===== src/pdm_pkg.sv =====
package pdm_pkg;

  // busy/done handshake reported by the shared arithmetic units
  typedef struct packed {
    logic busy;
    logic done;
  } unit_stat_t;

  localparam int IN_W      = 32;
  localparam int STEP_W    = 31;
  localparam int LIMIT_W   = 31;
  localparam int CFG_IDX_W = 3;
  localparam int MUL_CHUNK = 16;

  localparam logic [CFG_IDX_W-1:0] REG_GAIN_P        = 3'd0;
  localparam logic [CFG_IDX_W-1:0] REG_GAIN_I        = 3'd1;
  localparam logic [CFG_IDX_W-1:0] REG_GAIN_D        = 3'd2;
  localparam logic [CFG_IDX_W-1:0] REG_WINDUP_LIMIT  = 3'd3;
  localparam logic [CFG_IDX_W-1:0] REG_DRIVE_FLOOR   = 3'd4;
  localparam logic [CFG_IDX_W-1:0] REG_DRIVE_CEILING = 3'd5;

  localparam logic CMD_CLEAR = 1'b1;

endpackage


===== src/pdm_req_if.sv =====
interface pdm_req_if;
  logic                               valid;
  logic                               ready;
  logic                               cmd;
  logic signed [pdm_pkg::IN_W-1:0]    target;
  logic signed [pdm_pkg::IN_W-1:0]    sensed;
  logic        [pdm_pkg::STEP_W-1:0]  step_time;

  modport source (output valid, cmd, target, sensed, step_time, input ready);
  modport sink (input valid, cmd, target, sensed, step_time, output ready);
endinterface


===== src/pdm_rsp_if.sv =====
interface pdm_rsp_if;
  logic                            valid;
  logic                            ready;
  logic signed [pdm_pkg::IN_W-1:0] drive;
  logic signed [pdm_pkg::IN_W-1:0] integral_now;
  logic                            zero_step_fault;

  modport source (output valid, drive, integral_now, zero_step_fault, input ready);
  modport sink (input valid, drive, integral_now, zero_step_fault, output ready);
endinterface


===== src/pdm_cfg_if.sv =====
interface pdm_cfg_if;
  logic                               valid;
  logic                               ready;
  logic [pdm_pkg::CFG_IDX_W-1:0]      index;
  logic [pdm_pkg::IN_W-1:0]           data;

  modport source (output valid, index, data, input ready);
  modport sink (input valid, index, data, output ready);
endinterface


===== src/pid_derivative_on_measurement.sv =====
// PID regulator in signed fixed point (FRAC_BITS fraction bits, values held at DATA_WIDTH
// bits and saturated there), derivative taken on the measurement. A compute beat runs four
// products through one shared multiplier that takes 16 multiplier bits per cycle, then one
// quotient through a divider that makes one bit per cycle; the block takes no new beat until
// the result is handed to the output register. The derivative product and the divider
// pass are skipped when step_time is zero. Configuration writes are taken in any cycle and
// must only come while idle.
module pid_derivative_on_measurement #(
  parameter int FRAC_BITS  = 16,
  parameter int DATA_WIDTH = 32
) (
  input logic       clk,
  input logic       rst,
  pdm_req_if.sink   req,
  pdm_rsp_if.source rsp,
  pdm_cfg_if.sink   cfg
);
  import pdm_pkg::*;

  localparam int DW = DATA_WIDTH;
  localparam int OW = (DW > 32) ? DW : 32;
  localparam int SW = OW + 2;

  localparam logic signed [SW-1:0] MAXV = {{(SW-DW+1){1'b0}}, {(DW-1){1'b1}}};
  localparam logic signed [SW-1:0] MINV = {{(SW-DW+1){1'b1}}, {(DW-1){1'b0}}};

  localparam logic [3:0] ST_IDLE  = 4'd0;
  localparam logic [3:0] ST_P_GO  = 4'd1;
  localparam logic [3:0] ST_P_WT  = 4'd2;
  localparam logic [3:0] ST_I_GO  = 4'd3;
  localparam logic [3:0] ST_I_WT  = 4'd4;
  localparam logic [3:0] ST_IT_GO = 4'd5;
  localparam logic [3:0] ST_IT_WT = 4'd6;
  localparam logic [3:0] ST_D_GO  = 4'd7;
  localparam logic [3:0] ST_D_WT  = 4'd8;
  localparam logic [3:0] ST_V_WT  = 4'd9;
  localparam logic [3:0] ST_SUM   = 4'd10;
  localparam logic [3:0] ST_SUM2  = 4'd11;
  localparam logic [3:0] ST_OUT   = 4'd12;

  function automatic logic signed [SW-1:0] widen(input logic signed [DW-1:0] x);
    return {{(SW-DW){x[DW-1]}}, x};
  endfunction

  function automatic logic signed [DW-1:0] sat_dw(input logic signed [SW-1:0] x);
    if (x > MAXV) return MAXV[DW-1:0];
    if (x < MINV) return MINV[DW-1:0];
    return x[DW-1:0];
  endfunction

  function automatic logic signed [DW-1:0] from32(input logic [IN_W-1:0] v);
    return sat_dw({{(SW-IN_W){v[IN_W-1]}}, v});
  endfunction

  function automatic logic signed [DW-1:0] clamp_int(input logic signed [DW-1:0] x,
                                                     input logic [LIMIT_W-1:0] w);
    logic signed [SW-1:0] xe;
    logic signed [SW-1:0] we;
    logic signed [SW-1:0] wn;
    xe = widen(x);
    we = {{(SW-LIMIT_W){1'b0}}, w};
    wn = -we;
    if (xe > we) return we[DW-1:0];
    if (xe < wn) return wn[DW-1:0];
    return x;
  endfunction

  // configuration
  logic signed [DW-1:0] gain_p;
  logic signed [DW-1:0] gain_i;
  logic signed [DW-1:0] gain_d;
  logic [LIMIT_W-1:0]   windup_limit;
  logic signed [DW-1:0] drive_floor;
  logic signed [DW-1:0] drive_ceiling;

  // state and working registers
  logic [3:0]           state;
  logic signed [DW-1:0] integral_acc;
  logic signed [DW-1:0] last_sensed;
  logic signed [DW-1:0] err;
  logic signed [DW-1:0] dsens;
  logic [STEP_W-1:0]    dt;
  logic                 fault;
  logic signed [DW-1:0] p;
  logic signed [DW-1:0] it;
  logic signed [DW-1:0] d;
  logic signed [DW-1:0] s1;
  logic signed [DW-1:0] res_drive;

  // shared units
  logic                 mul_start;
  logic signed [OW-1:0] mul_a;
  logic signed [OW-1:0] mul_b;
  unit_stat_t           mul_stat;
  logic signed [DW-1:0] mul_res;
  logic                 div_start;
  logic signed [DW-1:0] div_num;
  unit_stat_t           div_stat;
  logic signed [DW-1:0] div_res;

  logic signed [DW-1:0] in_target;
  logic signed [DW-1:0] in_sensed;
  logic signed [DW-1:0] int_next;
  logic signed [DW-1:0] sum2;
  logic signed [DW-1:0] sum_clamped;
  logic signed [SW-1:0] drive_w;
  logic signed [SW-1:0] integ_w;
  logic signed [SW-1:0] int_w;
  logic signed [SW-1:0] lim_w;
  logic                 int_in_bounds;

  pdm_mul #(.OW(OW), .DW(DW), .FRAC_BITS(FRAC_BITS)) u_mul (
    .clk    (clk),
    .rst    (rst),
    .start  (mul_start),
    .a      (mul_a),
    .b      (mul_b),
    .stat   (mul_stat),
    .result (mul_res)
  );

  pdm_div #(.DW(DW), .FRAC_BITS(FRAC_BITS)) u_div (
    .clk    (clk),
    .rst    (rst),
    .start  (div_start),
    .num    (div_num),
    .den    (dt),
    .stat   (div_stat),
    .result (div_res)
  );

  assign req.ready = (state == ST_IDLE);
  assign cfg.ready = 1'b1;

  assign in_target = from32(req.target);
  assign in_sensed = from32(req.sensed);

  assign mul_start = (state == ST_P_GO) || (state == ST_I_GO) ||
                     (state == ST_IT_GO) || (state == ST_D_GO);

  always_comb begin
    unique case (state)
      ST_P_GO: begin
        mul_a = OW'(widen(gain_p));
        mul_b = OW'(widen(err));
      end
      ST_I_GO: begin
        mul_a = OW'(widen(err));
        mul_b = {{(OW-STEP_W){1'b0}}, dt};
      end
      ST_IT_GO: begin
        mul_a = OW'(widen(gain_i));
        mul_b = OW'(widen(integral_acc));
      end
      ST_D_GO: begin
        mul_a = OW'(widen(gain_d));
        mul_b = OW'(widen(dsens));
      end
      default: begin
        mul_a = '0;
        mul_b = '0;
      end
    endcase
  end

  // derivative term is the negated product over the step
  assign div_start = (state == ST_D_WT) && mul_stat.done;
  assign div_num   = sat_dw(-widen(mul_res));

  assign int_next = clamp_int(sat_dw(widen(integral_acc) + widen(mul_res)), windup_limit);
  assign sum2     = sat_dw(widen(s1) + widen(d));

  // when the limits are crossed, a sum above the ceiling takes the ceiling and any other takes the floor
  always_comb begin
    if (sum2 > drive_ceiling) begin
      sum_clamped = drive_ceiling;
    end else if (sum2 < drive_floor) begin
      sum_clamped = drive_floor;
    end else begin
      sum_clamped = sum2;
    end
  end

  assign drive_w       = widen(res_drive);
  assign integ_w       = widen(integral_acc);
  assign int_w         = integ_w;
  assign lim_w         = {{(SW-LIMIT_W){1'b0}}, windup_limit};
  assign int_in_bounds = (int_w <= lim_w) && (int_w >= -lim_w);

  always_ff @(posedge clk) begin
    if (rst) begin
      state         <= ST_IDLE;
      rsp.valid     <= 1'b0;
      integral_acc  <= '0;
      last_sensed   <= '0;
      gain_p        <= '0;
      gain_i        <= '0;
      gain_d        <= '0;
      windup_limit  <= {LIMIT_W{1'b1}};
      drive_floor   <= MINV[DW-1:0];
      drive_ceiling <= MAXV[DW-1:0];
    end else begin
      if (rsp.valid && rsp.ready && (state != ST_OUT)) rsp.valid <= 1'b0;

      unique case (state)
        ST_IDLE: begin
          if (req.valid && req.ready) begin
            if (req.cmd == CMD_CLEAR) begin
              integral_acc <= '0;
              last_sensed  <= '0;
              res_drive    <= '0;
              fault        <= 1'b0;
              state        <= ST_OUT;
            end else begin
              err         <= sat_dw(widen(in_target) - widen(in_sensed));
              dsens       <= sat_dw(widen(in_sensed) - widen(last_sensed));
              last_sensed <= in_sensed;
              dt          <= req.step_time;
              fault       <= (req.step_time == '0);
              state       <= ST_P_GO;
            end
          end
        end
        ST_P_GO:  state <= ST_P_WT;
        ST_P_WT: begin
          if (mul_stat.done) begin
            p     <= mul_res;
            state <= ST_I_GO;
          end
        end
        ST_I_GO:  state <= ST_I_WT;
        ST_I_WT: begin
          if (mul_stat.done) begin
            integral_acc <= int_next;
            state        <= ST_IT_GO;
          end
        end
        ST_IT_GO: state <= ST_IT_WT;
        ST_IT_WT: begin
          if (mul_stat.done) begin
            it <= mul_res;
            if (fault) begin
              d     <= '0;
              state <= ST_SUM;
            end else begin
              state <= ST_D_GO;
            end
          end
        end
        ST_D_GO:  state <= ST_D_WT;
        ST_D_WT: begin
          if (mul_stat.done) state <= ST_V_WT;
        end
        ST_V_WT: begin
          if (div_stat.done) begin
            d     <= div_res;
            state <= ST_SUM;
          end
        end
        ST_SUM: begin
          s1    <= sat_dw(widen(p) + widen(it));
          state <= ST_SUM2;
        end
        ST_SUM2: begin
          res_drive <= sum_clamped;
          state     <= ST_OUT;
        end
        ST_OUT: begin
          if (!rsp.valid || rsp.ready) begin
            rsp.valid           <= 1'b1;
            rsp.drive           <= drive_w[IN_W-1:0];
            rsp.integral_now    <= integ_w[IN_W-1:0];
            rsp.zero_step_fault <= fault;
            state               <= ST_IDLE;
          end
        end
        default: state <= ST_IDLE;
      endcase

      if (cfg.valid && cfg.ready) begin
        unique case (cfg.index)
          REG_GAIN_P:        gain_p        <= from32(cfg.data);
          REG_GAIN_I:        gain_i        <= from32(cfg.data);
          REG_GAIN_D:        gain_d        <= from32(cfg.data);
          REG_WINDUP_LIMIT: begin
            windup_limit <= cfg.data[LIMIT_W-1:0];
            integral_acc <= clamp_int(integral_acc, cfg.data[LIMIT_W-1:0]);
          end
          REG_DRIVE_FLOOR:   drive_floor   <= from32(cfg.data);
          REG_DRIVE_CEILING: drive_ceiling <= from32(cfg.data);
          default: ;
        endcase
      end
    end
  end

  a_mul_free: assert property (@(posedge clk) disable iff (rst)
    mul_start |-> !mul_stat.busy)
    else $error("multiplier started while busy");

  a_div_den: assert property (@(posedge clk) disable iff (rst)
    div_start |-> (dt != '0) && !div_stat.busy)
    else $error("divider started with zero step or while busy");

  a_int_bound: assert property (@(posedge clk) disable iff (rst)
    int_in_bounds)
    else $error("integral outside windup limit");

  a_rsp_load: assert property (@(posedge clk) disable iff (rst)
    $rose(rsp.valid) |-> $past(state) == ST_OUT)
    else $error("result beat raised outside the output step");

endmodule


===== src/pdm_mul.sv =====
module pdm_mul #(
  parameter int OW        = 32,
  parameter int DW        = 32,
  parameter int FRAC_BITS = 16
) (
  input  logic                 clk,
  input  logic                 rst,
  input  logic                 start,
  input  logic signed [OW-1:0] a,
  input  logic signed [OW-1:0] b,
  output pdm_pkg::unit_stat_t  stat,
  output logic signed [DW-1:0] result
);
  import pdm_pkg::*;

  localparam int CH  = MUL_CHUNK;
  localparam int NCH = (OW + CH - 1) / CH;
  localparam int BW  = NCH * CH;
  localparam int PW  = OW + BW;
  localparam int CW  = $clog2(NCH + 1);

  localparam logic [1:0] M_IDLE = 2'd0;
  localparam logic [1:0] M_RUN  = 2'd1;
  localparam logic [1:0] M_FIN  = 2'd2;

  localparam logic [PW:0] RND = (PW+1)'((1 << FRAC_BITS) - 1);

  logic [1:0]         mstate;
  logic [OW-1:0]      ma;
  logic [BW-1:0]      mb;
  logic               neg;
  logic [PW-1:0]      acc;
  logic [CW-1:0]      cnt;
  logic               done;

  logic [OW-1:0]      a_mag;
  logic [OW-1:0]      b_mag;
  logic [OW+CH-1:0]   pp;
  logic [PW:0]        rnd;
  logic [PW:0]        q;
  logic               over;
  logic signed [DW-1:0] rslt;

  assign a_mag = a[OW-1] ? (~a + OW'(1)) : a;
  assign b_mag = b[OW-1] ? (~b + OW'(1)) : b;
  assign pp    = (OW+CH)'(ma) * (OW+CH)'(mb[BW-1 -: CH]);

  // floor of the signed product: round the magnitude up when negative
  always_comb begin
    rnd  = {1'b0, acc} + (neg ? RND : '0);
    q    = rnd >> FRAC_BITS;
    over = |q[PW:DW-1];
    if (neg) begin
      rslt = over ? {1'b1, {(DW-1){1'b0}}} : -q[DW-1:0];
    end else begin
      rslt = over ? {1'b0, {(DW-1){1'b1}}} : q[DW-1:0];
    end
  end

  assign stat.busy = (mstate != M_IDLE);
  assign stat.done = done;

  always_ff @(posedge clk) begin
    if (rst) begin
      mstate <= M_IDLE;
      done   <= 1'b0;
    end else begin
      done <= 1'b0;
      unique case (mstate)
        M_IDLE: begin
          if (start) begin
            ma     <= a_mag;
            mb     <= BW'(b_mag);
            neg    <= a[OW-1] ^ b[OW-1];
            acc    <= '0;
            cnt    <= CW'(NCH);
            mstate <= M_RUN;
          end
        end
        M_RUN: begin
          // one chunk of the multiplier, most significant first
          acc <= (acc << CH) + PW'(pp);
          mb  <= mb << CH;
          cnt <= cnt - CW'(1);
          if (cnt == CW'(1)) mstate <= M_FIN;
        end
        M_FIN: begin
          result <= rslt;
          done   <= 1'b1;
          mstate <= M_IDLE;
        end
        default: mstate <= M_IDLE;
      endcase
    end
  end

endmodule


===== src/pdm_div.sv =====
module pdm_div #(
  parameter int DW        = 32,
  parameter int FRAC_BITS = 16
) (
  input  logic                          clk,
  input  logic                          rst,
  input  logic                          start,
  input  logic signed [DW-1:0]          num,
  input  logic [pdm_pkg::STEP_W-1:0]    den,
  output pdm_pkg::unit_stat_t           stat,
  output logic signed [DW-1:0]          result
);
  import pdm_pkg::*;

  localparam int NW = DW + FRAC_BITS;
  localparam int CW = $clog2(NW + 1);

  localparam logic [1:0] D_IDLE = 2'd0;
  localparam logic [1:0] D_RUN  = 2'd1;
  localparam logic [1:0] D_FIN  = 2'd2;

  logic [1:0]          dstate;
  logic [NW-1:0]       dq;
  logic [STEP_W-1:0]   rem;
  logic [STEP_W-1:0]   dv;
  logic                neg;
  logic [CW-1:0]       cnt;
  logic                done;

  logic [DW-1:0]       num_mag;
  logic [STEP_W+1:0]   trial;
  logic                go;
  logic                over;
  logic signed [DW-1:0] rslt;

  assign num_mag = num[DW-1] ? (~num + DW'(1)) : num;
  assign trial   = {1'b0, rem, dq[NW-1]} - {2'b00, dv};
  assign go      = !trial[STEP_W+1];

  always_comb begin
    over = |dq[NW-1:DW-1];
    if (neg) begin
      rslt = over ? {1'b1, {(DW-1){1'b0}}} : -dq[DW-1:0];
    end else begin
      rslt = over ? {1'b0, {(DW-1){1'b1}}} : dq[DW-1:0];
    end
  end

  assign stat.busy = (dstate != D_IDLE);
  assign stat.done = done;

  always_ff @(posedge clk) begin
    if (rst) begin
      dstate <= D_IDLE;
      done   <= 1'b0;
    end else begin
      done <= 1'b0;
      unique case (dstate)
        D_IDLE: begin
          if (start) begin
            dq     <= {num_mag, {FRAC_BITS{1'b0}}};
            rem    <= '0;
            dv     <= den;
            neg    <= num[DW-1];
            cnt    <= CW'(NW);
            dstate <= D_RUN;
          end
        end
        D_RUN: begin
          // restoring step, quotient bits shift in behind the dividend
          rem <= go ? trial[STEP_W-1:0] : {rem[STEP_W-2:0], dq[NW-1]};
          dq  <= {dq[NW-2:0], go};
          cnt <= cnt - CW'(1);
          if (cnt == CW'(1)) dstate <= D_FIN;
        end
        D_FIN: begin
          result <= rslt;
          done   <= 1'b1;
          dstate <= D_IDLE;
        end
        default: dstate <= D_IDLE;
      endcase
    end
  end

endmodule

===== src/flat_wrapper.sv =====
// flat-port wrapper written by rule: the top's interface ports become plain ports
module pid_derivative_on_measurement_flat import pdm_pkg::*;
#(
  parameter int FRAC_BITS  = 16,
  parameter int DATA_WIDTH = 32
)
  (clk, rst, req_valid, req_cmd, req_target, req_sensed, req_step_time, req_ready, rsp_valid, rsp_drive, rsp_integral_now, rsp_zero_step_fault, rsp_ready, cfg_valid, cfg_index, cfg_data, cfg_ready);
  pdm_req_if req_i ();
  pdm_rsp_if rsp_i ();
  pdm_cfg_if cfg_i ();
  input logic clk;
  input logic rst;
  input wire logic [$bits(req_i.valid)-1:0] req_valid;
  input wire logic [$bits(req_i.cmd)-1:0] req_cmd;
  input wire logic [$bits(req_i.target)-1:0] req_target;
  input wire logic [$bits(req_i.sensed)-1:0] req_sensed;
  input wire logic [$bits(req_i.step_time)-1:0] req_step_time;
  output wire logic [$bits(req_i.ready)-1:0] req_ready;
  output wire logic [$bits(rsp_i.valid)-1:0] rsp_valid;
  output wire logic [$bits(rsp_i.drive)-1:0] rsp_drive;
  output wire logic [$bits(rsp_i.integral_now)-1:0] rsp_integral_now;
  output wire logic [$bits(rsp_i.zero_step_fault)-1:0] rsp_zero_step_fault;
  input wire logic [$bits(rsp_i.ready)-1:0] rsp_ready;
  input wire logic [$bits(cfg_i.valid)-1:0] cfg_valid;
  input wire logic [$bits(cfg_i.index)-1:0] cfg_index;
  input wire logic [$bits(cfg_i.data)-1:0] cfg_data;
  output wire logic [$bits(cfg_i.ready)-1:0] cfg_ready;
  assign req_i.valid = req_valid;
  assign req_i.cmd = req_cmd;
  assign req_i.target = req_target;
  assign req_i.sensed = req_sensed;
  assign req_i.step_time = req_step_time;
  assign req_ready = req_i.ready;
  assign rsp_valid = rsp_i.valid;
  assign rsp_drive = rsp_i.drive;
  assign rsp_integral_now = rsp_i.integral_now;
  assign rsp_zero_step_fault = rsp_i.zero_step_fault;
  assign rsp_i.ready = rsp_ready;
  assign cfg_i.valid = cfg_valid;
  assign cfg_i.index = cfg_index;
  assign cfg_i.data = cfg_data;
  assign cfg_ready = cfg_i.ready;
  pid_derivative_on_measurement #(.FRAC_BITS(FRAC_BITS), .DATA_WIDTH(DATA_WIDTH)) u_core (.clk(clk), .rst(rst), .req(req_i), .rsp(rsp_i), .cfg(cfg_i));
endmodule

===== config.mk =====
export PLATFORM = sky130hd
export DESIGN_NAME = pid_derivative_on_measurement_flat
export DESIGN_NICKNAME = d
export VERILOG_FILES = /design/src/pdm_pkg.sv /design/src/pdm_req_if.sv /design/src/pdm_rsp_if.sv /design/src/pdm_cfg_if.sv /design/src/pid_derivative_on_measurement.sv /design/src/pdm_mul.sv /design/src/pdm_div.sv /design/src/flat_wrapper.sv
export SDC_FILE = /design/constraint.sdc
export NUM_CORES = 2
export LEC_CHECK = 0
export BUFFER_PORTS_ARGS = -buffer_cell sky130_fd_sc_hd__buf_2
export CAP_MARGIN = 40
export CORE_ASPECT_RATIO = 0.7
export CORE_MARGIN = 5
export CORE_UTILIZATION = 50
export CTS_BUF_LIST = sky130_fd_sc_hd__clkbuf_4 sky130_fd_sc_hd__clkbuf_8
export DETAILED_ROUTE_END_ITERATION = 8
export HOLD_SLACK_MARGIN = 0.08
export PLACE_DENSITY_LB_ADDON = 0.2
export SLEW_MARGIN = 40
export SYNTH_ARGS = -nofsm -noshare
export SYNTH_HDL_FRONTEND = slang
export SYNTH_HIERARCHICAL = 1
export SYNTH_SLANG_ARGS = --single-unit

===== constraint.sdc =====
create_clock -name clk -period 10.15 [get_ports clk]
set_input_delay 0.5075 -clock clk [delete_from_list [all_inputs] [get_ports clk]]
set_output_delay 0.5075 -clock clk [all_outputs]
set_load 0.01 [all_outputs]

Yosys cells after proc, flatten, opt, wreduce, memory -nomap -nowiden:

Index checks and enable logic that the tools add are counted.

* register bits after elaboration: 899
* bits of input ports: 136
* logic and storage cells: 378

* add/subtract/negate cells: 18
* multipliers: 1
* $lt $le $gt $ge: 24
* equality and inequality tests: 38
* multiplexer cells: 207
* bitwise logic cells: 6
* reduce and logical (&&, ||, !) cells: 45

Operators with widths (number)
* 2-to-1 mux 32 bit: 74
* one-hot mux 32 bit (2 select lines): 4
* one-hot mux 32 bit (4 select lines): 2
* > comparator 34 x 32 -> 1 bit (second input constant): 6
* < comparator 34 x 32 -> 1 bit (second input constant): 6
* one-hot mux 64 bit (2 select lines): 1
* adder 32 x 32 -> 33 bit: 3
* 2-to-1 mux 1 bit: 98
* adder 32 x 2 -> 32 bit (second input constant): 3
* > comparator 32 bit: 3
* > comparator 32 bit (second input constant): 3
* < comparator 32 bit (second input constant): 3
* NOT 32 bit: 3
* one-hot mux 48 bit (2 select lines): 1
* 2-to-1 mux 31 bit: 3
* < comparator 32 x 34 -> 1 bit: 2
* negator 31 -> 34 bit: 2
* subtractor 32 x 32 -> 33 bit: 2
* adder 64 x 16 -> 65 bit: 1
* adder 64 x 48 -> 64 bit: 1
* 2-to-1 mux 64 bit: 1
* negator 32 bit: 2
* one-hot mux 31 bit (2 select lines): 1
* one-hot mux 4 bit (13 select lines): 1
* 44 further kinds: 113

Logic depth before layout (Yosys ltp):

* depth in word-level cells: 19
* gate-level depth with buffers: 26
* depth with buffers taken out: 24

Cells and area by module:

Netlist, hierarchy kept.

By module, submodules not included
* pid_derivative_on_measurement: instances 1, cells an instance 4292, area an instance 39208.9 µm², sequential area each 14844.2 µm²
* pdm_mul: instances 1, cells an instance 3065, area an instance 27625.2 µm², sequential area each 4954.8 µm²
* pdm_div: instances 1, cells an instance 857, area an instance 8750.9 µm², sequential area each 4534.3 µm²

Worst setup path before layout:

OpenSTA, ideal clock, no wires.

* kind: register to register
* from: register u_core.u_mul.mstate[1]
* to: register u_core.u_mul.acc[0] (enable)
* library setup time: 0.690 ns
* arrival: 7.681 ns
* setup slack: 1.779 ns
* cell stages (with the launch flop): 5
* cell sequence: dfxtp_1 > nand2b_1 > clkbuf_1 > clkbuf_1 > o21ai_0

* cells in the longest elaborated chain, start to end: 3
* elaborated cells between the ends (all ways): 5

Ends and longest elaborated chain
* from (decl): RTL line pdm_mul.sv:28 `logic [1:0] mstate;`
* from (signal assigned): RTL line pdm_mul.sv:65 `mstate <= M_IDLE;`
* from (signal assigned): RTL line pdm_mul.sv:77 `mstate <= M_RUN;`
* from (signal assigned): RTL line pdm_mul.sv:85 `if (cnt == CW'(1)) mstate <= M_FIN;`
* == test 2 x 1 -> 1 bit / zero test 2 bit (equally long branches): RTL line pdm_mul.sv:69 `unique case (mstate)`
* nonzero test 2 bit (no line) / != test 2 x 1 -> 1 bit (equally long branches)
* AND reduction 3 bit (no line) (*)
* to (signal assigned): RTL line pdm_mul.sv:82 `acc <= (acc << CH) + PW'(pp);`
* to (decl): RTL line pdm_mul.sv:32 `logic [PW-1:0] acc;`

Mark *: on every way between the ends. The rest lies on a longest branch, timed or not.
A chain may end at the register's enable or synchronous reset.

Worst setup path after layout:

* from: register u_core.u_mul.ma[5]
* to: register u_core.u_mul.acc[61] (data pin)

* cells in the longest elaborated chain, start to end: 3

Ends and longest elaborated chain
* from (decl): RTL line pdm_mul.sv:29 `logic [OW-1:0] ma;`
* from (signal assigned): RTL line pdm_mul.sv:72 `ma <= a_mag;`
* multiplier 32 x 16 -> 48 bit: RTL line pdm_mul.sv:46 `assign pp = (OW+CH)'(ma) * (OW+CH)'(mb[BW-1 -: CH]);`
* adder 64 x 48 -> 64 bit: RTL line pdm_mul.sv:82
* one-hot mux 64 bit (2 select lines): RTL line pdm_mul.sv:69

Every way passes these cells.

==> results.py <==
metrics = {
    "clock_network": {
        "clk_latency_ns": 0.94,
        "cts-buffers-inserted": 149,
        "cts-root-to-sink-buffers": 3,
        "cts_tree": "yes",
        "htree_levels": 4,
        "clk_pin_slew_ns": 0.07,
        "clockRootBuffer": "clkbuf_8",
        "clock-sinks": 899,
    },
    "grt": {
        "grt.busiest_layer": "met1",
        "grt_pass1_vias": 60100,
        "grtUsageMet1": 0.505,
        "antenna_found_initial": 28,
        "grt_max_degree": 89,
        "use_met3": 0.0946,
        "grt_pass1_wl_mm": 394,
        "gr-usage-all-layers": 0.330,
        "gr-usage-met2": 0.443,
        "grt.overflow.total": 0,
    },
    "route": {
        "vias_per_cell": 6.10,
        "drt_iter0_markers": 7986,
        "vias": 64100,
        "remaining_drc_errors": 0,
        "ant_nets": 0,
        "wl_per_cell_um": 25.7,
        "drt-total-wl_mm": 269,
        "drt-pass1-iter-count": 6,
    },
    "layout": {
        "fin_area_mm2": 0.0830,
        "seqCellArea_mm2": 0.0243,
        "drive_above_1_share": 0.0969,
        "largest_reg_flops": 64,
        "top_register": "u_core/u_mul/acc",
        "fill_cells": 13600,
        "reg_top3": "u_core/u_mul/acc: 64 flops, u_core/u_div/dq: 48 flops",
        "area_growth_pct": 9.83,
        "final_nets": 9501,
        "multiInputGateArea_mm2": 0.0463,
    },
    "timing": {
        "setup_tns_ns": 0,
        "timing.final.ws_setup_ns": 2.08,
        "finalSetupViolCount": 0,
        "slew_headroom": 0.351,
        "final_max_slew_viol_count": 0,
        "fmax_mhz": 124,
        "tightestPinTransition_ns": 0.974,
        "fin_crit_ns": 8.07,
        "hold_viol": 0,
        "rsz0062_at_grt": "no",
        "finalCritPeriodShare": 0.795,
        "clock_skew_ns": 0.0911,
    },
    "place": {
        "place_ws_ns": 2.24,
        "gp_congestion": 1.04,
        "io_buffers": 202,
        "place_hpwl_mm": 208,
        "place_area_mm2": 0.0788,
    },
    "flow_run": {
        "cap_viol_max_count": 0,
    },
    "worst_setup_path": {
        "critPathArrivalTime_ns": 8.65,
        "crit_path_end_kind": "flop",
        "critical_path_class": "flop to flop",
        "crit_required_ns": 10.73,
        "path_max_fanout": 16,
        "startpoint_type": "flop",
    },
    "synthesis": {
        "synth_area_mm2": 0.0756,
        "ys_warn_count": 6,
        "synth_fp_nets": 9348,
        "syn_area_per_cell_um2": 9.20,
        "synth_cells": 8212,
    },
    "floorplan": {
        "start_util": 0.503,
        "core_mm2": 0.150,
        "io_pins": 204,
        "dieArea_mm2": 0.159,
        "die_x_um": 475,
        "num_rows": 119,
        "die_h_um": 335,
    },
    "run_status": {
        "status": "finished, final reports clean",
    },
    "min_path": {
        "min_path_type": "primary input to flop",
    },
}
-- stage by stage --
step                      utilization  hold WS [ns]  std cells
after detailed placement        0.524         0.405      10100
final                           0.552         0.168      10500
after global routing            0.552         0.155      10500
after global placement          0.521         0.404      10100
after CTS                       0.551        0.0861      10500
after floorplan                     -         0.400       8212
-- final cells by class --
type	count	area share
Clock inverter	63	0.00724
Multi-Input combinational cell	5954	0.558
Timing Repair Buffer	452	0.0392
Sequential cell	899	0.293
Clock buffer	209	0.0308
Antenna cell	11	0.000332
Inverter	909	0.0411
Tap cell	1996	0.0301
-- critical path: stages, from the launching register on --
cell      delay (ns)
edfxtp_1        0.67
and2_1          0.31
fa_1            0.53
inv_1           0.06
fa_1            0.56
fa_1            0.43
fa_1            0.50
inv_1           0.06
fa_1            0.53
inv_1           0.06
fa_1            0.54
inv_1           0.04
ha_1            0.34
and3_1          0.22
a221o_1         0.38
a31oi_1         0.53
o21ai_0         0.34
a21oi_1         0.42
o31ai_1         0.21
a311oi_2        0.63
nor2b_1         0.13
xnor2_1         0.18
nor2_1          0.06
-- per-layer routing --
metal  share of wire  vias up
li1                -    28800
met1            0.45    31400
met2            0.39     3357
met3            0.12      478
met4           0.036       16
met5         0.00040        -
-- cells in the final DEF, fill, tap and decap left out, types with 42 or more instances in the layout --
cell           count
a211oi_1          68
a21o_1           153
a21oi_1          532
a31oi_1           47
and2_1           359
and3_1            50
buf_2            202
buf_4            126
clkbuf_4          51
clkbuf_8         158
dfxtp_1          263
dlygate4sd3_1     96
edfxtp_1         633
fa_1             456
ha_1             544
inv_1            905
mux2i_1           56
mux4_2            63
nand2_1         1082
nand3_1          123
nand4_1           92
nor2_1           374
nor2b_1           42
nor3_1           111
o211ai_1         103
o21a_1            58
o21ai_0          379
o21ai_1           44
o21bai_1          42
o31ai_1           49
or3_1             57
xnor2_1          242
xor2_1           170
-- final timing paths --
path | startpoint | to | slack, ns | depth (start not counted)
worst max-delay path | u_core/u_mul/ma[5] | u_core/u_mul/acc[61] | 2.08 | 22
worst min-delay path | cfg_index[2] | u_core/drive_ceiling[31] | 0.17 | 4
worst max register to register | u_core/u_mul/ma[5] | u_core/u_mul/acc[61] | 2.08 | 22
worst min register to register | u_core/res_drive[9] | u_core/rsp.drive[9] | 0.42 | 0
-- repair_timing --
| item | 4_1_cts | 5_1_grt |
|---|---|---|
| endpoints found under the setup margin | 0 | 0 |
| setup buffers | 0 | 0 |
| hold endpoints to repair | 206 | 0 |
| gates resized for setup | 0 | 0 |
| hold buffers | 96 | 0 |
Power is not shown: default switching activity piles up to over one toggle a cycle in this logic, so the estimate is an artifact.
